--- config.mk ---
export PLATFORM = sky130hd
export DESIGN_NAME = bfha_ctrl
export DESIGN_NICKNAME = d
export VERILOG_FILES = /design/src/bfha_pkg.sv /design/src/bfha_ctrl.sv
export SDC_FILE = /design/constraint.sdc
export NUM_CORES = 1
export LEC_CHECK = 0
export BUFFER_PORTS_ARGS = -buffer_cell sky130_fd_sc_hd__buf_2
export CAP_MARGIN = 20
export CORE_MARGIN = 4
export CORE_UTILIZATION = 50
export CTS_CLUSTER_DIAMETER = 30
export DETAILED_ROUTE_END_ITERATION = 16
export GPL_TIMING_DRIVEN = 0
export PLACE_DENSITY = 0.85
export SLEW_MARGIN = 10
export SYNTH_ARGS = -nofsm -noshare
export SYNTH_HDL_FRONTEND = slang
export SYNTH_SLANG_ARGS = --single-unit
export TNS_END_PERCENT = 1
--- constraint.sdc ---
create_clock -name clk_i -period 4.1 [get_ports clk_i]
set_clock_uncertainty 0.15 [all_clocks]
set_input_delay 0.82 -clock clk_i [delete_from_list [all_inputs] [get_ports clk_i]]
set_output_delay 0.82 -clock clk_i [all_outputs]
set_load 0.02 [all_outputs]
--- src/bfha_pkg.sv ---
// ----------------------------------------------------------------------------
// bfha_pkg
// Shared types and constants of the best-fit heap allocator.
// ----------------------------------------------------------------------------
package bfha_pkg;

  // Heap geometry
  localparam int MAX_HEAP_BYTES  = 16384;
  localparam int MIN_HEAP_BYTES  = 4096;
  localparam int MIN_SPLIT_BYTES = 32;
  localparam int FREE_LIST_DEPTH = 512;
  localparam int HEADER_BYTES    = 8;
  localparam int HDR_WORDS       = MAX_HEAP_BYTES / 4;

  // Field widths
  localparam int OFF_W  = 14;
  localparam int SIZE_W = 15;
  localparam int NEED_W = 17;

  // Derived index widths
  localparam int FL_AW  = $clog2(FREE_LIST_DEPTH);
  localparam int CNT_W  = FL_AW + 1;
  localparam int HDR_AW = $clog2(HDR_WORDS);
  localparam int CLR_W  = HDR_AW + 1;

  typedef enum logic [1:0] {
    TAG_EMPTY = 2'd0,
    TAG_FREE  = 2'd1,
    TAG_ALLOC = 2'd2
  } tag_e;

  typedef struct packed {
    tag_e              tag;
    logic [SIZE_W-1:0] size;
  } hdr_t;

  typedef enum logic [1:0] {
    ST_OK      = 2'd0,
    ST_NOFIT   = 2'd1,
    ST_BADFREE = 2'd2
  } status_e;

  typedef enum logic [4:0] {
    OP_NONE,
    OP_CLEAR,
    OP_SCAN,
    OP_RD_HDR,
    OP_CHK_HDR,
    OP_RD_PREV,
    OP_RD_NEXT,
    OP_CAP_NEXT,
    OP_A_TAKE,
    OP_A_SPLIT1,
    OP_A_SPLIT2,
    OP_SHIFT_UP,
    OP_SHIFT_DOWN,
    OP_DEC_COUNT,
    OP_F_BOTH,
    OP_F_PREV,
    OP_F_NEXT,
    OP_CLR_HDR,
    OP_CLR_NEXT,
    OP_F_NONE_INIT,
    OP_F_INSERT
  } dp_op_e;

  // Controller to datapath
  typedef struct packed {
    dp_op_e  op;
    logic    load;
    logic    rsp_load;
    status_e rsp_status;
  } cmd_t;

  // Datapath to controller
  typedef struct packed {
    logic clear_done;
    logic scan_done;
    logic up_done;
    logic dn_done;
    logic is_free;
    logic found;
    logic whole;
    logic bad_off;
    logic tag_alloc;
    logic prev_adj;
    logic next_adj;
    logic list_full;
  } stat_t;

endpackage

--- src/bfha_ctrl.sv ---
// ----------------------------------------------------------------------------
// bfha_ctrl
// Sequencer: steps the datapath through clear, search, split/remove,
// coalesce and insert, and owns the handshakes.
// ----------------------------------------------------------------------------
module bfha_ctrl import bfha_pkg::*; (
  input  logic  clk_i,
  input  logic  rst_ni,
  input  logic  in_valid_i,
  output logic  in_ready_o,
  output logic  out_valid_o,
  input  logic  out_ready_i,
  input  logic  cfg_we_i,
  input  stat_t stat_i,
  output cmd_t  cmd_o
);

  localparam logic [4:0] S_CLEAR = 5'd0;
  localparam logic [4:0] S_IDLE  = 5'd1;
  localparam logic [4:0] S_FRD   = 5'd2;
  localparam logic [4:0] S_FCHK  = 5'd3;
  localparam logic [4:0] S_SCAN  = 5'd4;
  localparam logic [4:0] S_ADEC  = 5'd5;
  localparam logic [4:0] S_ASPL2 = 5'd6;
  localparam logic [4:0] S_SHUP  = 5'd7;
  localparam logic [4:0] S_DECN  = 5'd8;
  localparam logic [4:0] S_FRDP  = 5'd9;
  localparam logic [4:0] S_FRDN  = 5'd10;
  localparam logic [4:0] S_FCAP  = 5'd11;
  localparam logic [4:0] S_FDEC  = 5'd12;
  localparam logic [4:0] S_FW2   = 5'd13;
  localparam logic [4:0] S_FW3   = 5'd14;
  localparam logic [4:0] S_SHDN  = 5'd15;
  localparam logic [4:0] S_FINS  = 5'd16;
  localparam logic [4:0] S_DONE  = 5'd17;

  logic [4:0] state_q, state_d;
  status_e    st_q, st_d;
  logic       out_valid_q, out_valid_d;
  logic       accept;

  assign in_ready_o  = (state_q == S_IDLE);
  assign out_valid_o = out_valid_q;
  assign accept      = in_valid_i && in_ready_o;

  // Next state and datapath command
  always_comb begin
    state_d        = state_q;
    st_d           = st_q;
    out_valid_d    = out_valid_q && !out_ready_i;
    cmd_o.op       = OP_NONE;
    cmd_o.load     = accept;
    cmd_o.rsp_load = 1'b0;
    cmd_o.rsp_status = st_q;

    case (state_q)
      S_CLEAR: begin
        cmd_o.op = OP_CLEAR;
        if (stat_i.clear_done) state_d = S_IDLE;
      end
      S_IDLE: begin
        if (accept) begin
          st_d    = ST_OK;
          state_d = stat_i.is_free ? S_FRD : S_SCAN;
          // is_free is the stored action; use the live field via load path
        end
      end
      S_FRD: begin
        cmd_o.op = OP_RD_HDR;
        state_d  = S_FCHK;
      end
      S_FCHK: begin
        cmd_o.op = OP_CHK_HDR;
        if (stat_i.bad_off || !stat_i.tag_alloc) begin
          st_d    = ST_BADFREE;
          state_d = S_DONE;
        end else begin
          state_d = S_SCAN;
        end
      end
      S_SCAN: begin
        cmd_o.op = OP_SCAN;
        if (stat_i.scan_done) state_d = stat_i.is_free ? S_FRDP : S_ADEC;
      end
      S_ADEC: begin
        if (!stat_i.found) begin
          st_d    = ST_NOFIT;
          state_d = S_DONE;
        end else if (stat_i.whole) begin
          cmd_o.op = OP_A_TAKE;
          state_d  = S_SHUP;
        end else begin
          cmd_o.op = OP_A_SPLIT1;
          state_d  = S_ASPL2;
        end
      end
      S_ASPL2: begin
        cmd_o.op = OP_A_SPLIT2;
        state_d  = S_DONE;
      end
      S_SHUP: begin
        cmd_o.op = OP_SHIFT_UP;
        if (stat_i.up_done) state_d = S_DECN;
      end
      S_DECN: begin
        cmd_o.op = OP_DEC_COUNT;
        state_d  = S_DONE;
      end
      S_FRDP: begin
        cmd_o.op = OP_RD_PREV;
        state_d  = S_FRDN;
      end
      S_FRDN: begin
        cmd_o.op = OP_RD_NEXT;
        state_d  = S_FCAP;
      end
      S_FCAP: begin
        cmd_o.op = OP_CAP_NEXT;
        state_d  = S_FDEC;
      end
      S_FDEC: begin
        if (stat_i.prev_adj && stat_i.next_adj) begin
          cmd_o.op = OP_F_BOTH;
          state_d  = S_FW2;
        end else if (stat_i.prev_adj) begin
          cmd_o.op = OP_F_PREV;
          state_d  = S_FW2;
        end else if (stat_i.next_adj) begin
          cmd_o.op = OP_F_NEXT;
          state_d  = S_FW3;
        end else if (stat_i.list_full) begin
          st_d    = ST_BADFREE;
          state_d = S_DONE;
        end else begin
          cmd_o.op = OP_F_NONE_INIT;
          state_d  = S_SHDN;
        end
      end
      S_FW2: begin
        cmd_o.op = OP_CLR_HDR;
        state_d  = stat_i.next_adj ? S_FW3 : S_DONE;
      end
      S_FW3: begin
        cmd_o.op = OP_CLR_NEXT;
        state_d  = stat_i.prev_adj ? S_SHUP : S_DONE;
      end
      S_SHDN: begin
        cmd_o.op = OP_SHIFT_DOWN;
        if (stat_i.dn_done) state_d = S_FINS;
      end
      S_FINS: begin
        cmd_o.op = OP_F_INSERT;
        state_d  = S_DONE;
      end
      S_DONE: begin
        // Result goes to the output register once it is free
        if (!out_valid_q || out_ready_i) begin
          cmd_o.rsp_load = 1'b1;
          out_valid_d    = 1'b1;
          state_d        = S_IDLE;
        end
      end
      default: state_d = S_CLEAR;
    endcase

    // Heap re-forms on any register write
    if (cfg_we_i) state_d = S_CLEAR;
  end

  always_ff @(posedge clk_i or negedge rst_ni) begin
    if (!rst_ni) begin
      state_q     <= S_CLEAR;
      st_q        <= ST_OK;
      out_valid_q <= 1'b0;
    end else begin
      state_q     <= state_d;
      st_q        <= st_d;
      out_valid_q <= out_valid_d;
    end
  end

endmodule

==> results of run 1 <==
[sequential cells by signal, summed over array words and instances, names as in the netlist]
register     cells
out_valid_o      1
st_q             2
state_q          5
[path summary, 6_finish.rpt]
path	from	to
max	state_q[2]	cmd_o[3]
min in group clk_i	st_q[1]	st_q[1]
max in group asynchronous	rst_ni	st_q[0]
max reg2reg	state_q[2]	state_q[0]
min	rst_ni	state_q[2]
min reg2reg	st_q[1]	st_q[1]
[placed cells by master, fill, tap and decap left out, types with 2 or more instances in the layout]
cell type   n
buf_6       2
inv_1       4
a21oi_1    10
a41oi_1     2
o32ai_1     4
nor2_1     11
nand2_1    10
inv_2       3
o41ai_1     2
buf_2      32
nand3_1     4
nand4_1     3
nand2b_1    4
o211ai_1    2
nor3b_1     2
mux2i_1     2
nor3_1      9
o21ai_1     3
nor4_1      5
clkbuf_1    2
dfrtp_1     8
buf_4       4
a31oi_1     3
a2111oi_0   2
o21ai_0     2
clkbuf_4    3
nor2b_1     8
[per-stage QoR]
step           utilization  instances  setup WS [ns]
6_report             0.628        197           1.12
5_1_grt              0.628        197           1.02
4_1_cts              0.628        197           1.17
3_5_place_dp         0.616        194           1.43
3_3_place_gp         0.616        194           1.45
2_1_floorplan            -        140           1.43
[power breakdown]
group	switching [uW]	internal, uW	leakage (uW)	total [uW]
logic	279	165	0.000404	444
clock network	30.6	33.7	0.0000138	64.3
registers	10.3	98.6	0.000108	109
total	319	298	0.000527	617
[kinds of logic (layout without fill, tap and decap cells)]
kind of cell | after synthesis | count (layout)
and+or+nand+nor | 66 | 66
xor gates and xnor gates | 1 | 1
DFF | 8 | 8
adders and majority gates | 1 | 1
buffers and inverters | 20 | 50
muxes | 3 | 3
AOI/OAI and AO/OA | 41 | 41
[per-layer routing]
metal | up-vias | share of wire | routed length [um]
met1 | 588 | 0.38 | 1300
met4 | 0 | 0.037 | 126
met5 | - | 0 | 0
li1 | 599 | - | -
met3 | 26 | 0.13 | 446
met2 | 112 | 0.45 | 1560
[worst max-delay path: cells and delay by family (launching register included)]
| kind | cells | cell delay (ns) |
|---|---|---|
| simple gates | 4 | 0.97 |
| flops | 1 | 0.38 |
| buf+inv | 3 | 0.38 |
[layout make-up]
type	count	area, um^2
Buffer	13	85.1
Fill cell	187	738
Tap cell	27	33.8
Clock buffer	3	22.5
Inverter	7	26.3
Multi-Input combinational cell	112	741
Sequential cell	8	200
Timing Repair Buffer	27	135
==> summary.txt, run 1 <==
Run status
  • Status: completed

Global routing
  • Global-route wire length before repair: 5270 um
  • Number of global-route vias before repair: 1,193
  • Largest net degree at the start of global routing: 11
  • Gr usage total: 0.244
  • Initial antenna violation count: 0
  • Gr busiest metal: met2
  • GR Overflow Total: 0
  • Met2 Usage GRT: 0.401
  • Met1 usage: 0.315
  • Met3 usage: 0.0443

Final layout
  • Share of post-route cells with drive strength above 1: 0.306
  • Design area: 0.00124 mm^2
  • Nets@finish: 189
  • Syn-to-layout area delta: 18.2%
  • Ant diodes: 0

Logic synthesis
  • Complex-gate fraction of the synthesized area: 0.283
  • Top-area cell type share of the netlist area: 0.190
  • Yosys top cell by area: dfrtp_1
  • Predominant post-synthesis flop cell: dfrtp_1
  • Adder-cell share of the synthesized area: 0.00951
  • Yosys reg bits: 8
  • Post-Syn Instances: 140
  • Mapped Area: approximately 0.0011 mm^2
  • Simple-Gate Fraction of Synth Area: 0.373
  • Main combinational cell family by area after synthesis: simple AND/OR/NAND/NOR gates
  • Syn Area/Cell: 7.52 um^2
  • Mux cell area share after synthesis: 0.0297
  • Ys async rst share: 1.00
  • YS warnings: 0
  • Synth cell types: 50
  • Top post-synthesis cells by count: 11 x nor2_1, 10 x a21oi_1, 10 x nand2_1
  • Sequential fraction of the synthesis area: 0.190
  • Post-synth EDFFs: 0
  • Post-Synthesis Net Count: 157
  • Largest cells by area after synthesis: dfrtp_1 19%, a21oi_1 4.8%, nor2b_1 4.8%
  • Post-Synth XOR/XNOR Area: 0.00832
  • Top-count cell post-synth: nor2_1

Route
  • Final WL: 3430 um
  • Drt first pass iters: 6
  • Final ANT Viol Nets: 0
  • Starting DRT DRC Count: 125
  • Routed len/inst: roughly 17 um
  • Drt via density: 6.73
  • Vias: 1,325
  • Drt drc: 0

Clock tree
  • Later-pin clock latency in the skew report: 0.27 ns
  • CTS H-tree depth: 1
  • CTS resizes: 0
  • CTS clk-pin slew, worst paths: approximately 0.070 ns
  • Post-CTS Setup Repair Bufs: 0
  • Clk buf depth: 2
  • Hold_buf cts: 0
  • CTS tree: built
  • CTS root buf: clkbuf_4
  • Sink Count: 8
  • Num CTS Buffers: 3

Floorplan
  • Die height: about 54 um
  • Die width: between 50 and 60 um
  • Core ar.: 0.00198 mm^2
  • Site Rows: 16
  • Die area: between 0.002 and 0.003 mm^2
  • I/O pin total: 28
  • Initial Utilization: 0.531

Place
  • Port Buffers: 27
  • Post-DP HPWL: roughly 2600 um
  • Placed inst area: approximately 0.0012 mm^2
  • Routability cong.: about 1

STA
  • RSZ-0062 raised after global routing: false
  • Final Setup Violations: 0
  • Fin Hold WS: 0.233 ns
  • Fmax: 336 MHz
  • Final Cycle Share: 0.726
  • Slew HR: 0.612
  • Final hold vios: 0
  • TNS Setup: 0 ns
  • Post-layout minimum cycle time: 2.98 ns
  • Worst-margin pin slew: 0.577 ns
  • Fin. max-slew vios: 0

Hold path
  • Hold Crit Class: primary input to asynchronous set/reset pin

Pwr
  • Pwr per Cell Area: ~500 mW/mm^2
  • Total power: 617 uW
  • Leakage power total: 0.000527 uW
  • Max IR drop VDD: between 200 and 300 uV

Worst setup path
  • WS Path Type: flip-flop to output port
  • R2r setup slk: approximately 2 ns
  • Max incr delay on CP: 0.38 ns
  • CP arrival: 2.01 ns
  • R2R cell count: 6
  • Worst Setup Start Kind: flip-flop
  • CP max-delay cell: dfrtp_1
  • Crit Path Max Fanout: 9
  • Critical path, cell by cell: buf_6 -> nor2_2 -> nand2_1 -> nor3_1 -> and2_1 -> buf_4 -> buf_2
  • Crit. End Element: output port
  • Worst path required time: 3.13 ns

Flow run
  • Max Cap Viol: 0
No activity file was read; power rests on OpenSTA's default activity.
==> run 2: changes to the inputs <==
==> constraint.sdc (replaced) <==
create_clock -name clk_i -period 2.9 [get_ports clk_i]
set_clock_uncertainty 0.15 [all_clocks]
set_input_delay 0.58 -clock clk_i [delete_from_list [all_inputs] [get_ports clk_i]]
set_output_delay 0.58 -clock clk_i [all_outputs]
set_load 0.02 [all_outputs]
==> run 2 against run 1 <==
  * Hold slack improved by 0.15 ns
  * Largest cell class unchanged
  * Flip-flop and latch count unchanged
  * Wire length is 0.99% higher
  * Utilization increased by 0.51 points
  * Non-clock buffer count grew 1
  * Clock power increased by 42%
==> summary.txt, run 2 (same netlist as run 1, synthesis figures left out) <==
Clock tree
  • CTS root buf: clkbuf_4
  • Num CTS Buffers: 3 (unchanged)
  • Later-pin clock latency in the skew report: 0.27 ns (about the same)
  • Post-CTS Setup Repair Bufs: 0 (unchanged)
  • CTS resizes: 0 (unchanged)
  • CTS H-tree depth: 1 (unchanged)
  • Hold_buf cts: 1 (+1)
  • CTS clk-pin slew, worst paths: 0.07 ns (about the same)
  • Clk buf depth: 2 (unchanged)
  • CTS tree: built
  • Sink Count: 8 (unchanged)

Final layout
  • Max FFs per register: 5 (unchanged)
  • Largest Register: state_q
  • Syn-to-layout area delta: 19.1%
  • Share of post-route cells with drive strength above 1: 0.304 (-0.00179)
  • Fillcell total: 186 (-0.53%)
  • Nets@finish: 190 (+0.53%)
  • Ant diodes: 0 (unchanged)
  • Most frequent cells in the layout: 32 x buf_2, 11 x nor2_1, 10 x nand2_1, 10 x a21oi_1, 9 x nor3_1
  • Fin cells: 198 (+0.51%)
  • Design area: 0.00125 mm^2 (+0.80%)
  • Most common cell after layout, fill and taps aside: buf_2

Worst setup path
  • CP max-delay cell: dfrtp_1
  • Worst Setup Start Kind: flip-flop
  • R2r setup slk: 0.81 ns (-1.21 ns)
  • Crit. End Element: output port
  • Reg2reg end: state_q[0]
  • Max incr delay on CP: 0.38 ns (about the same)
  • CP arrival: 2.01 ns (about the same)
  • Critical path, cell by cell: buf_6 -> nor2_2 -> nand2_1 -> nor3_1 -> and2_1 -> buf_4 -> buf_2
  • Crit Path Max Fanout: 9 (unchanged)
  • R2r startpoint: state_q[2]
  • R2R cell count: 6 (unchanged)
  • WS Path Type: flip-flop to output port
  • Worst path required time: 2.17 ns (-0.96 ns)

Route
  • Vias: 1,327 (+0.15%)
  • Drt first pass iters: 5 (-1)
  • Final ANT Viol Nets: 0 (unchanged)
  • Drt via density: 6.70 (-0.35%)
  • Routed len/inst: 17.5 um (+0.48%)
  • Starting DRT DRC Count: 123 (-1.6%)
  • Drt drc: 0 (unchanged)
  • Final WL: 3470 um (+0.99%)

Run status
  • Status: completed

Hold path
  • Worst Hold Path EP: st_q[1]
  • Hold Crit Depth: 1
  • Hold Crit Class: flip-flop to flip-flop
  • HP Start: st_q[1]

STA
  • Final Setup Violations: 0 (unchanged)
  • Worst setup margin: 0.159 ns (-0.965 ns)
  • Final Cycle Share: 0.945
  • Fmax: about 360 MHz
  • RSZ-0062 raised after global routing: false
  • Final hold vios: 0 (unchanged)
  • Worst-margin pin slew: 0.558 ns (-0.0186 ns)
  • Slew HR: 0.624 (+0.0125)
  • Post-layout minimum cycle time: 2.74 ns
  • Fin. max-slew vios: 0 (unchanged)
  • TNS Setup: 0 ns (unchanged)

Global routing
  • Global-route wire length before repair: 5300 um (+0.53%)
  • Gr usage total: 0.245 (+0.00115)
  • Initial antenna violation count: 0 (unchanged)
  • Number of global-route vias before repair: 1,200 (+0.59%)
  • GR Overflow Total: 0 (unchanged)
  • Largest net degree at the start of global routing: 11 (unchanged)

Place
  • Routability cong.: 1.02 (unchanged)
  • Inst Count DP: 194 (unchanged)
  • Placed inst area: 0.00122 mm^2 (unchanged)
  • Worst slack, placed: 0.512 ns (-0.914 ns)
  • Post-DP HPWL: 2560 um (unchanged)
  • Port Buffers: 27 (unchanged)

Floorplan
  • I/O pin total: 28 (unchanged)
  • Initial Utilization: 0.531 (unchanged)
  • Die height: 53.9 um (unchanged)
  • Die area: 0.00290 mm^2 (unchanged)
  • Die width: 53.9 um (unchanged)
  • Core ar.: 0.00198 mm^2 (unchanged)
  • Site Rows: 16 (unchanged)

Pwr
  • Max IR drop VDD: 399 uV (+41%)
  • Leakage power total: 0.000531 uW (+0.79%)
  • Pwr per Cell Area: 697 mW/mm^2 (+41%)

Flow run
  • Max Cap Viol: 0 (unchanged)
==> run 2: cell type report <==
class                   count  area, um^2  area share
multi-input cells         112         741       0.591
flip-flops and latches      8         200       0.160
repair buffers             28         145       0.116
plain buffers              13        85.1      0.0679
well taps                  27        33.8      0.0269
inverters                   7        26.3      0.0210
clock buffers               3        22.5      0.0180
==> run 2: worst max-delay path by stage <==
stage | startpoint | to | slack (ns) | cells after the start
2_1_floorplan | state_q[2] | cmd_o[3] | 0.47 | 6
3_3_place_gp | state_q[2] | cmd_o[3] | 0.52 | 7
3_5_place_dp | state_q[2] | cmd_o[3] | 0.51 | 7
4_1_cts | state_q[2] | cmd_o[3] | 0.21 | 7
5_1_grt | state_q[2] | cmd_o[3] | 0.06 | 7
6_report | state_q[2] | cmd_o[3] | 0.16 | 7
==> run 2: metal layers <==
layer / GRT usage / vias up / routed length [um]
met3: 0.0443 / 21 / 455
met1: 0.318 / 589 / 1360
met4: 0.0894 / 0 / 70
met5: 0 / - / 0
li1: - / 599 / -
met2: 0.401 / 118 / 1580
==> run 2: power by group <==
group	total (uW)	switching, uW	internal (uW)
sequential	154	14.1	139
combinational	630	395	235
clock	91.0	43.4	47.7
total	874	452	422
==> run 2: stage by stage <==
step | utilization | hold WS, ns | power (uW)
after CTS | 0.633 | 0.387 | 857
after floorplan | - | 0.134 | 608
after global placement | 0.616 | 0.271 | 752
final | 0.633 | 0.386 | 874
after global routing | 0.633 | 0.411 | 922
after detailed placement | 0.616 | 0.282 | 763
==> run 2: worst max-delay path: cells and delay by family, from the launching register on <==
| family | cells | cell delay, ns |
|---|---|---|
| buffers and inverters | 3 | 0.38 |
| AND/OR/NAND/NOR | 4 | 0.98 |
| flip-flops | 1 | 0.38 |
==> run 3: changes to the inputs <==
--- a/config.mk
+++ b/config.mk
@@ -8,11 +8,10 @@
 export BUFFER_PORTS_ARGS = -buffer_cell sky130_fd_sc_hd__buf_2
 export CAP_MARGIN = 20
 export CORE_MARGIN = 4
-export CORE_UTILIZATION = 50
+export CORE_UTILIZATION = 30
 export CTS_CLUSTER_DIAMETER = 30
 export DETAILED_ROUTE_END_ITERATION = 16
-export GPL_TIMING_DRIVEN = 0
-export PLACE_DENSITY = 0.85
+export PLACE_DENSITY = 0.61
 export SLEW_MARGIN = 10
 export SYNTH_ARGS = -nofsm -noshare
 export SYNTH_HDL_FRONTEND = slang
==> constraint.sdc (replaced) <==
create_clock -name clk_i -period 2.5 [get_ports clk_i]
set_clock_uncertainty 0.15 [all_clocks]
set_input_delay 0.5 -clock clk_i [delete_from_list [all_inputs] [get_ports clk_i]]
set_output_delay 0.5 -clock clk_i [all_outputs]
set_load 0.02 [all_outputs]
==> run 3 against run 2 <==
  * Cell count grew 7.1%
  * Clock power grew 13%
  * Flip-flop and latch count stayed put
  * Largest power group unchanged
  * Final area increased by 0.40%
  * Sequential power up 49%
  * Power grew 12%
  * Via count down 6.0%
  * Critical path depth fell by 2
  * Die area rose by 56%
  * Non-clock buffer count fell by 5
  * Global-route usage down 9.0 points
==> summary.txt, run 3 (same netlist as run 1, synthesis figures left out) <==
Run status
  • Status: completed

Final layout
  • Ant diodes: 0 (unchanged)
  • Syn-to-layout area delta: 19.6%
  • Share of post-route cells with drive strength above 1: 0.319 (+0.0152)
  • Nets@finish: 185 (-2.6%)
  • Most common cell after layout, fill and taps aside: buf_2
  • Most frequent cells in the layout: 27 x buf_2, 11 x nor2_1, 10 x nand2_1, 10 x a21oi_1, 9 x nor3_1
  • Max FFs per register: 5 (unchanged)
  • Largest Register: state_q

STA
  • Fin Hold WS: 0.370 ns (-0.0158 ns)
  • Post-layout minimum cycle time: 2.36 ns
  • Fin. max-slew vios: 0 (unchanged)
  • RSZ-0062 raised after global routing: false
  • Final hold vios: 0 (unchanged)
  • Fmax: 423 MHz
  • Final Cycle Share: 0.946
  • Worst-margin pin slew: 0.683 ns (+0.124 ns)
  • TNS Setup: 0 ns (unchanged)
  • Slew HR: 0.539 (-0.0854)
  • Final Setup Violations: 0 (unchanged)

Pwr
  • Share of power burned in the clock network: 0.105 (about the same)
  • Pwr per Cell Area: 777 mW/mm^2 (+11%)
  • Internal Power: 479 uW (+14%)
  • Sw Share: 0.510 (-0.00709)
  • Sw Pwr: 499 uW (+10%)
  • Logic gate share of total power: 0.661 (-0.059)
  • Sequential power share: 0.234 (+0.058)
  • Max IR drop VDD: 439 uV (+9.9%)
  • Leakage power total: 0.000506 uW (-4.7%)

Place
  • Routability cong.: 0.938 (-8.5%)
  • Port Buffers: 27 (unchanged)
  • Post-DP HPWL: 2570 um (about the same)

Global routing
  • Global-route wire length before repair: 5490 um (+3.5%)
  • Initial antenna violation count: 0 (unchanged)
  • Number of global-route vias before repair: 1,155 (-3.8%)
  • GR Overflow Total: 0 (unchanged)
  • Largest net degree at the start of global routing: 28 (+17)
  • Gr usage total: 0.155 (-0.0897)

Floorplan
  • Die width: 67.2 um (+25%)
  • Core ar.: 0.00336 mm^2 (+70%)
  • Die area: 0.00452 mm^2 (+56%)
  • Site Rows: 21 (+5)
  • I/O pin total: 28 (unchanged)
  • Die height: 67.2 um (+25%)
  • Initial Utilization: 0.313 (-0.218)

Hold path
  • Hold Crit Class: flip-flop to flip-flop

Route
  • Metal3 WL: 302 um (-34%)
  • Drt first pass iters: 4 (-1)
  • Met1 wire length: 1510 um (+11%)
  • Starting DRT DRC Count: 60 (-51%)
  • Vias: 1,248 (-6.0%)
  • Drt drc: 0 (unchanged)
  • Final ANT Viol Nets: 0 (unchanged)
  • Top Metal Used: met4
  • Final WL: 3430 um (-0.98%)
  • Drt via density: 5.89 (-12%)
  • Routed len/inst: 16.2 um (-7.5%)
  • Routed wl met2: 1590 um (+0.51%)

Worst setup path
  • CP arrival: 1.71 ns (-0.30 ns)
  • Crit Path Max Fanout: 9 (unchanged)
  • R2r setup slk: 0.43 ns (-0.38 ns)
  • Max incr delay on CP: 0.50 ns (+0.12 ns)
  • WS Path Type: flip-flop to output port
  • Worst Setup Start Kind: flip-flop
  • Worst path required time: 1.85 ns (-0.32 ns)
  • Critical path, cell by cell: nand4bb_2 -> nor2_1 -> a32oi_1 -> nand2_1 -> buf_2
  • Crit. End Element: output port
  • CP max-delay cell: dfrtp_2

Flow run
  • Max Cap Viol: 0 (unchanged)

Clock tree
  • CTS H-tree depth: 1 (unchanged)
  • CTS clk-pin slew, worst paths: 0.06 ns (about the same)
  • Num CTS Buffers: 3 (unchanged)
  • Sink Count: 8 (unchanged)
  • CTS root buf: clkbuf_4
  • Clk buf depth: 2 (unchanged)
  • CTS tree: built
  • Later-pin clock latency in the skew report: 0.26 ns (about the same)
run 3: cell count changes in the layout (fill, tap and decap cells not counted):
cell and delta:
buf_4 +4, buf_6 -2, dfrtp_2 +3, clkbuf_1 -2
buf_2 -5, nor2b_1 -1, dfrtp_1 -3, nor2b_2 +1
run 3: metrics by stage:
| stage | power [uW] | util | std cells | setup WS, ns | area, um^2 |
|---|---|---|---|---|---|
| after floorplan | 705 | - | 140 | 0.150 | 1050 |
| after global placement | 861 | 0.360 | 207 | 0.312 | 1210 |
| after detailed placement | 861 | 0.360 | 207 | 0.287 | 1210 |
| after CTS | 968 | 0.370 | 211 | 0.000250 | 1240 |
| after global routing | 1050 | 0.374 | 212 | 0.00751 | 1260 |
| final | 978 | 0.374 | 212 | 0.136 | 1260 |
run 3: worst paths after layout:
kind,startpoint,end,cells after the start
worst max-delay path,state_q[3],cmd_o[5],5
worst min-delay path,st_q[1],st_q[1],1
max in group asynchronous,rst_ni,state_q[0],2
worst max register to register,state_q[4],state_q[1],6
worst min register to register,st_q[1],st_q[1],1
min in group asynchronous,rst_ni,out_valid_o,2
run 3: what timing repair did:
item	CTS	global route
hold buffers	1	0
setup endpoints to repair	0	7
resized for setup	0	4
buffers inserted	0	1
hold endpoints to repair	8	0
run 3: cell type report:
class,count,area (um^2)
well taps,46,57.6
flip-flops and latches,8,204
multi-input cells,112,743
fillers,380,2100
clock buffers,3,22.5
repair buffers,36,205
inverters,7,26.3
run 3: metal layers:
layer  vias to the layer above  global-route usage
met5                         -                   0
met4                         0              0.0278
met3                         5              0.0233
met2                        81               0.258
met1                       576               0.215
li1                        586                   -
run 3: power groups by stage:
stage          registers (uW)  logic [uW]  clock network [uW]
5_1_grt                   234         701                 111
3_5_place_dp              224         638                   0
3_3_place_gp              224         636                   0
2_1_floorplan             196         509                   0
4_1_cts                   223         639                 105
6_report                  229         647                 103
run 3: worst max-delay path: cells and delay by family (launching register included):
family | cells | cell delay [ns]
AND/OR/NAND/NOR | 3 | 0.66
flip-flops | 1 | 0.50
buffers and inverters | 1 | 0.16
AO/OA/AOI/OAI | 1 | 0.15
